## src/rtl/gwtb_pkg.sv

```systemverilog
`default_nettype none
package gwtb_pkg;

  localparam int FLOW_ENTRIES_DEF = 16;

  localparam int KEY_W     = 32;
  localparam int TICK_W    = 32;
  localparam int MAXTOK_W  = 16;
  localparam int RATE_W    = 32;
  localparam int LIMIT_W   = 24;
  localparam int LEVEL_W   = 32;
  localparam int CFG_IDX_W = 2;
  localparam int CFG_DAT_W = 32;

  localparam logic [MAXTOK_W-1:0] MAX_TOKENS_RST = 16'd10;
  localparam logic [RATE_W-1:0]   REFILL_RST     = 32'd66;
  localparam logic [LIMIT_W-1:0]  LIMIT_RST      = 24'd1000;
  localparam logic [TICK_W-1:0]   WINDOW_RST     = 32'd1000000;

  localparam logic [LEVEL_W-1:0] ONE_TOKEN = 32'h0001_0000;

  localparam logic [CFG_IDX_W-1:0] CFG_MAX_TOKENS = 2'd0;
  localparam logic [CFG_IDX_W-1:0] CFG_REFILL     = 2'd1;
  localparam logic [CFG_IDX_W-1:0] CFG_LIMIT      = 2'd2;
  localparam logic [CFG_IDX_W-1:0] CFG_WINDOW     = 2'd3;

  typedef logic [1:0] verdict_t;
  localparam verdict_t V_ADMIT  = 2'd0;
  localparam verdict_t V_GLOBAL = 2'd1;
  localparam verdict_t V_FLOW   = 2'd2;
  localparam verdict_t V_FULL   = 2'd3;

endpackage
`default_nettype wire

```

## src/rtl/global_window_and_per_flow_token_bucket.sv

```systemverilog
// channel  | valid     | ready     | payload
// ---------+-----------+-----------+------------------------------------
// in       | in_valid  | in_ready  | in_flow_key, in_now_ticks
// out      | out_valid | out_ready | out_allowed, out_verdict
// cfg      | cfg_we    | (none)    | cfg_index, cfg_data
//
// One item at a time. A global denial goes from the window check straight to the
// output; otherwise the flow table is scanned key by key, a full table with no match
// is refused, and a stored or new flow passes the load, multiply, sum and finish states.
// Reset (rst_n low, synchronous) clears the window, the flow count and the
// handshakes, and loads the register defaults.
// A result waiting on out_ready holds the next item off only once it is done.
`default_nettype none
module global_window_and_per_flow_token_bucket #(
  parameter int FLOW_ENTRIES = gwtb_pkg::FLOW_ENTRIES_DEF
) (
  input  wire logic                           clk,
  input  wire logic                           rst_n,
  input  wire logic                           in_valid,
  output logic                                in_ready,
  input  wire logic [gwtb_pkg::KEY_W-1:0]     in_flow_key,
  input  wire logic [gwtb_pkg::TICK_W-1:0]    in_now_ticks,
  output logic                                out_valid,
  input  wire logic                           out_ready,
  output logic                                out_allowed,
  output gwtb_pkg::verdict_t                  out_verdict,
  input  wire logic                           cfg_we,
  input  wire logic [gwtb_pkg::CFG_IDX_W-1:0] cfg_index,
  input  wire logic [gwtb_pkg::CFG_DAT_W-1:0] cfg_data
);
  import gwtb_pkg::*;

  localparam int IW = (FLOW_ENTRIES > 1) ? $clog2(FLOW_ENTRIES) : 1;
  localparam int CW = $clog2(FLOW_ENTRIES + 1);
  localparam logic [CW-1:0] FULL_CNT = CW'(FLOW_ENTRIES);

  localparam logic [2:0] ST_IDLE = 3'd0;
  localparam logic [2:0] ST_GLOB = 3'd1;
  localparam logic [2:0] ST_SCAN = 3'd2;
  localparam logic [2:0] ST_LOAD = 3'd3;
  localparam logic [2:0] ST_MUL  = 3'd4;
  localparam logic [2:0] ST_SUM  = 3'd5;
  localparam logic [2:0] ST_FIN  = 3'd6;
  localparam logic [2:0] ST_OUT  = 3'd7;

  logic [KEY_W-1:0]             key_mem [FLOW_ENTRIES];
  logic [LEVEL_W+TICK_W-1:0]    bkt_mem [FLOW_ENTRIES];
  logic [KEY_W-1:0]             key_rd_r;
  logic [LEVEL_W+TICK_W-1:0]    bkt_rd_r;

  logic [2:0]          state_r, state_nxt;
  logic [MAXTOK_W-1:0] max_tok_r;
  logic [RATE_W-1:0]   refill_r;
  logic [LIMIT_W-1:0]  limit_r;
  logic [TICK_W-1:0]   window_r;
  logic [LIMIT_W-1:0]  win_cnt_r, win_cnt_nxt;
  logic [TICK_W-1:0]   win_start_r, win_start_nxt;
  logic [CW-1:0]       fill_r, fill_nxt;
  logic [CW-1:0]       idx_r, idx_nxt;
  logic [IW-1:0]       rd_idx_r, rd_idx_nxt;
  logic                rd_pend_r, rd_pend_nxt;
  logic [IW-1:0]       slot_r, slot_nxt;
  logic                ins_r, ins_nxt;
  logic [KEY_W-1:0]    key_r, key_nxt;
  logic [TICK_W-1:0]   now_r, now_nxt;
  logic [LEVEL_W-1:0]  lvl_r, lvl_nxt;
  logic [TICK_W-1:0]   el_r, el_nxt;
  logic [63:0]         prod_r, prod_nxt;
  logic [LEVEL_W-1:0]  lvlc_r, lvlc_nxt;
  verdict_t            verd_r, verd_nxt;
  logic                out_valid_r, out_valid_nxt;
  logic                out_allowed_r, out_allowed_nxt;
  verdict_t            out_verdict_r, out_verdict_nxt;

  logic                      key_re, key_we, bkt_re, bkt_we;
  logic [IW-1:0]             key_ra, bkt_ra;
  logic [LEVEL_W+TICK_W-1:0] bkt_wd;

  logic [TICK_W-1:0]   win_elapsed;
  logic                win_restart;
  logic                glob_deny;
  logic [LIMIT_W-1:0]  cnt_eff;
  logic [64:0]         sum;
  logic [64:0]         cap;
  logic                out_free;

  assign in_ready    = (state_r == ST_IDLE);
  assign out_valid   = out_valid_r;
  assign out_allowed = out_allowed_r;
  assign out_verdict = out_verdict_r;

  assign win_elapsed = now_r - win_start_r;
  assign win_restart = (win_elapsed >= window_r);
  assign cnt_eff     = win_restart ? '0 : win_cnt_r;
  assign glob_deny   = (cnt_eff >= limit_r);
  assign sum         = {33'd0, lvl_r} + {1'b0, prod_r};
  assign cap         = {33'd0, max_tok_r, 16'd0};
  assign out_free    = !out_valid_r || out_ready;

  always_comb begin
    state_nxt       = state_r;
    win_cnt_nxt     = win_cnt_r;
    win_start_nxt   = win_start_r;
    fill_nxt        = fill_r;
    idx_nxt         = idx_r;
    rd_idx_nxt      = rd_idx_r;
    rd_pend_nxt     = rd_pend_r;
    slot_nxt        = slot_r;
    ins_nxt         = ins_r;
    key_nxt         = key_r;
    now_nxt         = now_r;
    lvl_nxt         = lvl_r;
    el_nxt          = el_r;
    prod_nxt        = prod_r;
    lvlc_nxt        = lvlc_r;
    verd_nxt        = verd_r;
    out_valid_nxt   = out_valid_r && !out_ready;
    out_allowed_nxt = out_allowed_r;
    out_verdict_nxt = out_verdict_r;
    key_re          = 1'b0;
    key_ra          = idx_r[IW-1:0];
    key_we          = 1'b0;
    bkt_re          = 1'b0;
    bkt_ra          = rd_idx_r;
    bkt_we          = 1'b0;
    bkt_wd          = {lvlc_r, now_r};
    case (state_r)
      ST_IDLE: begin
        if (in_valid) begin
          key_nxt   = in_flow_key;
          now_nxt   = in_now_ticks;
          state_nxt = ST_GLOB;
        end
      end
      ST_GLOB: begin
        if (win_restart) begin
          win_start_nxt = now_r;
        end
        idx_nxt     = '0;
        rd_pend_nxt = 1'b0;
        if (glob_deny) begin
          win_cnt_nxt = cnt_eff;
          verd_nxt    = V_GLOBAL;
          state_nxt   = ST_OUT;
        end else begin
          win_cnt_nxt = cnt_eff + 1'b1;
          state_nxt   = ST_SCAN;
        end
      end
      ST_SCAN: begin
        if (rd_pend_r && key_rd_r == key_r) begin
          slot_nxt    = rd_idx_r;
          ins_nxt     = 1'b0;
          bkt_re      = 1'b1;
          rd_pend_nxt = 1'b0;
          state_nxt   = ST_LOAD;
        end else if (idx_r < fill_r) begin
          key_re      = 1'b1;
          rd_idx_nxt  = idx_r[IW-1:0];
          rd_pend_nxt = 1'b1;
          idx_nxt     = idx_r + 1'b1;
        end else if (rd_pend_r) begin
          rd_pend_nxt = 1'b0;
        end else if (fill_r == FULL_CNT) begin
          verd_nxt  = V_FULL;
          state_nxt = ST_OUT;
        end else begin
          key_we    = 1'b1;
          slot_nxt  = fill_r[IW-1:0];
          ins_nxt   = 1'b1;
          fill_nxt  = fill_r + 1'b1;
          state_nxt = ST_LOAD;
        end
      end
      ST_LOAD: begin
        if (ins_r) begin
          lvl_nxt = {max_tok_r, 16'd0};
          el_nxt  = '0;
        end else begin
          lvl_nxt = bkt_rd_r[LEVEL_W+TICK_W-1:TICK_W];
          el_nxt  = now_r - bkt_rd_r[TICK_W-1:0];
        end
        state_nxt = ST_MUL;
      end
      ST_MUL: begin
        prod_nxt  = el_r * refill_r;
        state_nxt = ST_SUM;
      end
      ST_SUM: begin
        lvlc_nxt  = (sum > cap) ? cap[LEVEL_W-1:0] : sum[LEVEL_W-1:0];
        state_nxt = ST_FIN;
      end
      ST_FIN: begin
        bkt_we = 1'b1;
        if (lvlc_r < ONE_TOKEN) begin
          bkt_wd   = {lvlc_r, now_r};
          verd_nxt = V_FLOW;
        end else begin
          bkt_wd   = {lvlc_r - ONE_TOKEN, now_r};
          verd_nxt = V_ADMIT;
        end
        state_nxt = ST_OUT;
      end
      ST_OUT: begin
        if (out_free) begin
          out_valid_nxt   = 1'b1;
          out_allowed_nxt = (verd_r == V_ADMIT);
          out_verdict_nxt = verd_r;
          state_nxt       = ST_IDLE;
        end
      end
      default: begin
        state_nxt = ST_IDLE;
      end
    endcase
  end

  always_ff @(posedge clk) begin
    if (key_we) begin
      key_mem[slot_nxt] <= key_r;
    end
    if (key_re) begin
      key_rd_r <= key_mem[key_ra];
    end
  end

  always_ff @(posedge clk) begin
    if (bkt_we) begin
      bkt_mem[slot_r] <= bkt_wd;
    end
    if (bkt_re) begin
      bkt_rd_r <= bkt_mem[bkt_ra];
    end
  end

  always_ff @(posedge clk) begin
    if (!rst_n) begin
      state_r       <= ST_IDLE;
      max_tok_r     <= MAX_TOKENS_RST;
      refill_r      <= REFILL_RST;
      limit_r       <= LIMIT_RST;
      window_r      <= WINDOW_RST;
      win_cnt_r     <= '0;
      win_start_r   <= '0;
      fill_r        <= '0;
      rd_pend_r     <= 1'b0;
      out_valid_r   <= 1'b0;
    end else begin
      state_r     <= state_nxt;
      win_cnt_r   <= win_cnt_nxt;
      win_start_r <= win_start_nxt;
      fill_r      <= fill_nxt;
      rd_pend_r   <= rd_pend_nxt;
      out_valid_r <= out_valid_nxt;
      if (cfg_we) begin
        case (cfg_index)
          CFG_MAX_TOKENS: max_tok_r <= cfg_data[MAXTOK_W-1:0];
          CFG_REFILL:     refill_r  <= cfg_data[RATE_W-1:0];
          CFG_LIMIT:      limit_r   <= cfg_data[LIMIT_W-1:0];
          CFG_WINDOW:     window_r  <= cfg_data[TICK_W-1:0];
          default: begin
          end
        endcase
      end
    end
  end

  always_ff @(posedge clk) begin
    idx_r         <= idx_nxt;
    rd_idx_r      <= rd_idx_nxt;
    slot_r        <= slot_nxt;
    ins_r         <= ins_nxt;
    key_r         <= key_nxt;
    now_r         <= now_nxt;
    lvl_r         <= lvl_nxt;
    el_r          <= el_nxt;
    prod_r        <= prod_nxt;
    lvlc_r        <= lvlc_nxt;
    verd_r        <= verd_nxt;
    out_allowed_r <= out_allowed_nxt;
    out_verdict_r <= out_verdict_nxt;
  end

endmodule
`default_nettype wire

```

## config.mk

```make
export PLATFORM = sky130hd
export DESIGN_NAME = global_window_and_per_flow_token_bucket
export DESIGN_NICKNAME = d
export VERILOG_FILES = /design/src/rtl/gwtb_pkg.sv /design/src/rtl/global_window_and_per_flow_token_bucket.sv
export SDC_FILE = /design/constraint.sdc
export NUM_CORES = 2
export LEC_CHECK = 0
export BUFFER_PORTS_ARGS = -buffer_cell sky130_fd_sc_hd__clkbuf_2
export CAP_MARGIN = 40
export CORE_MARGIN = 2
export CORE_UTILIZATION = 58
export CTS_CLUSTER_DIAMETER = 150
export DETAILED_ROUTE_END_ITERATION = 7
export HOLD_SLACK_MARGIN = 0.15
export PLACE_DENSITY = 0.82
export SLEW_MARGIN = 10
export SYNTH_ARGS = -nofsm -noshare
export SYNTH_HDL_FRONTEND = slang
export SYNTH_SLANG_ARGS = --single-unit
export TNS_END_PERCENT = 30
```

## constraint.sdc

```tcl
create_clock -name clk -period 9.9 [get_ports clk]
set_input_delay 0.495 -clock clk [delete_from_list [all_inputs] [get_ports clk]]
set_output_delay 0.495 -clock clk [all_outputs]
set_load 0.01 [all_outputs]
```

==> impl_metrics.csv <==
group,metric,value,unit
detailed_routing,antenna_left,0,
timing,worstMarginPinSlew,1.13,ns
power_and_ir_drop,switching_share,0.328,
min_path,holdCritStartpoint,"cfg_index[1]",
cts,cts.clk_slew.worst_paths,0.07,ns
critical_path,reg2reg_from,"now_r[0]",
critical_path,required,10.65,ns
timing,timing.final.hold_violations,0,
timing,finalSetupTns,0,ns
job,cap_violations,0,
cts,root_buffer,"clkbuf_16",
status,status,"finished, violations left",
critical_path,cp_common_cell,"a21oi_1",
detailed_routing,drc,179,
yosys,yosysWarnings,0,
final_layout,drive_gt1_frac,0.136,
yosys,synthesis.nets,9980,
timing,fin_skew,0.0635,ns
placed_design,place_area,122000,um^2
power_and_ir_drop,power_frac_seq,0.418,
placed_design,portBuffers,107,
power_and_ir_drop,intPower,16.6,mW
global_routing,grt_pass1_wl,509000,um
timing,rsz0062_at_grt,"no",
yosys,synth-edff-count,1871,
yosys,yosys.area_share.xor_xnor,0.0146,
global_routing,grt_max_degree,133,
floorplan,dieWidth,453,um
yosys,yosysUniqueCellTypes,88,
detailed_routing,drt-pass1-iter-count,8,
cts,ctsHtreeMaxLevel,4,
status,violations,"design-rule violations",
yosys,synth_simple_gate_area_frac,0.0848,
final_layout,fin_area,129000,um^2
yosys,syn-instance-count,8541,
yosys,yosysSeqAreaShare,0.510,
timing,final_max_slew_viol_count,0,
yosys,synth_compound_area_frac,0.0426,
power_and_ir_drop,combPwrFrac,0.276,
cts,cts_tree,"built",
yosys,ys.flop_type,"edfxtp_1",
critical_path,endpoint_kind,"flop",
floorplan,start_util,0.585,
detailed_routing,drt_iter0_markers,11500,
detailed_routing,vias_per_cell,6.48,
critical_path,critPathLaunch,"now_r[0]",
placed_design,dp_hpwl,212000,um
placed_design,gp_congestion,1.00,
critical_path,worstPathArrival,9.90,ns
global_routing,overflow,0,
yosys,syn_avg_cell_area,13.7,um^2
critical_path,cpPeakStageDelay,0.65,ns
global_routing,grt_pass1_vias,78000,
timing,relSlewSlack,0.240,
power_and_ir_drop,static-leakage-power,48.6,nW
yosys,synthMuxAreaShare,0.0973,
detailed_routing,drt_wl_total,343000,um
cts,clock_sinks,2045,
cts,clock_latency,0.89,ns
critical_path,path_class,"flop to flop",
yosys,async_flop_share,0,
floorplan,fp.dieArea,205000,um^2
floorplan,coreArea,200000,um^2
global_routing,grt_use_total,0.339,
timing,period_share,0.925,
global_routing,antenna_found_initial,32,
cts,cts.path.max_buffers,3,
yosys,synth_top_family_by_area,"adder cells",
floorplan,boundaryPins,108,
yosys,synth-seq-cells,2045,
timing,setup_viol,0,
power_and_ir_drop,p_sw,8.10,mW
final_layout,final_nets,10200,
min_path,hold_class,"primary input to flop",
power_and_ir_drop,clkPwrFrac,0.305,
final_layout,area_growth,10.2,%
critical_path,crit_slowest_cell,"nor3_1",
cts,numCtsBuffers,189,
timing,fmax,109,MHz
yosys,syn_area,117000,um^2
power_and_ir_drop,p_per_area,191,nW/um^2
yosys,synthAdderAreaFrac,0.200,
critical_path,cp-start-kind,"flop",
detailed_routing,wire_per_inst,29.6,um
detailed_routing,vias,75000,
floorplan,rows,164,
cts,cts_setup_buffers,0,
power_and_ir_drop,ir_worst_vdd,0.226,mV
critical_path,path_max_fanout,32,
floorplan,die_h,453,um
timing,finalCriticalPeriod,9.16,ns
flip-flops by register name, summed over array words and instances (netlist names), 3 cells and up:
name         count
bkt_ra           4
window_r        32
key_r           32
refill_r        32
now_r           32
win_start_r     32
key_rd_r        32
lvlc_r          32
key_mem        512
lvl_r           32
state_r          3
el_r            32
fill_r           5
bkt_rd_r        64
prod_r          64
idx_r            5
bkt_mem       1024
win_cnt_r       24
limit_r         24
slot_r           4
max_tok_r       16
synth_stat cells (all sizes together) (34+ instances only):
cell type,instances,area (um^2)
fa,899,18000
edfxtp,1871,56200
o21ai,88,440
nor3,60,300
nor2,187,702
mux4,480,10800
xor2,65,569
and3,36,225
nand2,1073,4030
inv,1149,4310
nor2b,59,369
nand3,69,345
o21a,34,255
nand4,60,382
mux2,39,477
buf,53,238
dfxtp,174,3480
xnor2,130,1140
and2,418,2620
clkbuf,363,1360
a21o,102,766
ha,437,5470
a21oi,298,1490
area by class of cell:
class	count	area, um^2
inverters	1150	4320
fillers	13300	71000
clock buffers	236	5050
diodes	16	40.0
multi-input cells	4930	51700
repair buffers	442	3760
clock inverters	106	1140
flip-flops and latches	2045	59700
well taps	2656	3320
worst paths after layout:
path,slack [ns],to,cells after the start
hold reg to reg,0.45,limit_r[17],2
hold / removal,0.21,max_tok_r[0],4
setup / recovery,0.74,win_cnt_r[10],36
setup reg to reg,0.74,win_cnt_r[10],36
per-stage QoR:
step / instances / setup WS, ns / hold slack (ns) / util / power (mW)
detailed placement: 11100 / 0.925 / 0.448 / 0.608 / 16.9
global route: 11600 / 0.0341 / 0.189 / 0.645 / 25.5
finish: 11600 / 0.744 / 0.211 / 0.645 / 24.7
CTS: 11600 / 0.695 / 0.179 / 0.644 / 24.5
global placement: 11100 / 1.09 / 0.442 / 0.604 / 16.7
floorplan: 8541 / 1.86 / 0.427 / - / 14.8
power groups by stage:
stage | clock (mW) | sequential (mW) | combinational [mW]
floorplan | 0 | 10.3 | 4.49
global placement | 0 | 10.5 | 6.25
detailed placement | 0 | 10.5 | 6.41
CTS | 7.48 | 10.3 | 6.66
global route | 7.78 | 10.4 | 7.38
finish | 7.54 | 10.3 | 6.82
cell usage in the layout, fill, tap and decap left out, drive strengths merged, types with 22 or more instances in the layout:
cell,Yosys,final
or3,23,23
nor2,187,187
clkinv,1,75
a21oi,298,298
nor4,22,22
nand3,69,69
and3,36,36
a31oi,22,22
nor3,60,60
xor2,65,65
buf,53,234
and2,418,418
edfxtp,1871,1871
o21a,34,34
xnor2,130,130
nand2b,29,29
nor2b,59,59
a21o,102,102
ha,437,437
o21bai,33,33
nand4,60,60
clkbuf,363,344
fa,899,899
mux2,39,39
inv,1149,1157
nand2,1073,1073
o211ai,33,33
mux4,480,480
o21ai,88,88
dfxtp,174,174
dlygate4sd3,0,98
kinds of logic (layout without fill, tap and decap cells):
| kind of cell | after synthesis | count (layout) |
|---|---|---|
| mux | 529 | 529 |
| flops | 2045 | 2045 |
| other cells | 0 | 16 |
| simple gates | 2099 | 2099 |
| xor+xnor | 195 | 195 |
| compound gates | 771 | 771 |
| fa+ha+maj | 1336 | 1336 |
| buf+inv | 1566 | 1934 |
metal layers:
layer,up-vias,track usage,share of wire
li1,30100,-,-
met1,37900,0.416,0.33
met2,5648,0.553,0.49
met3,1343,0.0861,0.12
met4,32,0.182,0.065
met5,-,0.0119,0.0014
repair_timing:
| item | 4_1_cts | 5_1_grt |
|---|---|---|
| endpoints found under the hold margin | 165 | 0 |
| hold buffers | 98 | 0 |
| gates resized for setup | 0 | 0 |
critical path, delay by kind of cell (launching register included):
kind                       cells  cell delay [ns]
AOI/OAI and AO/OA             18             4.30
xor gates and xnor gates       1             0.10
adders and majority gates      4             1.20
buffers and inverters          4             0.82
DFF                            1             0.62
and+or+nand+nor                9             1.95
No activity file was read; power rests on OpenSTA's default activity.
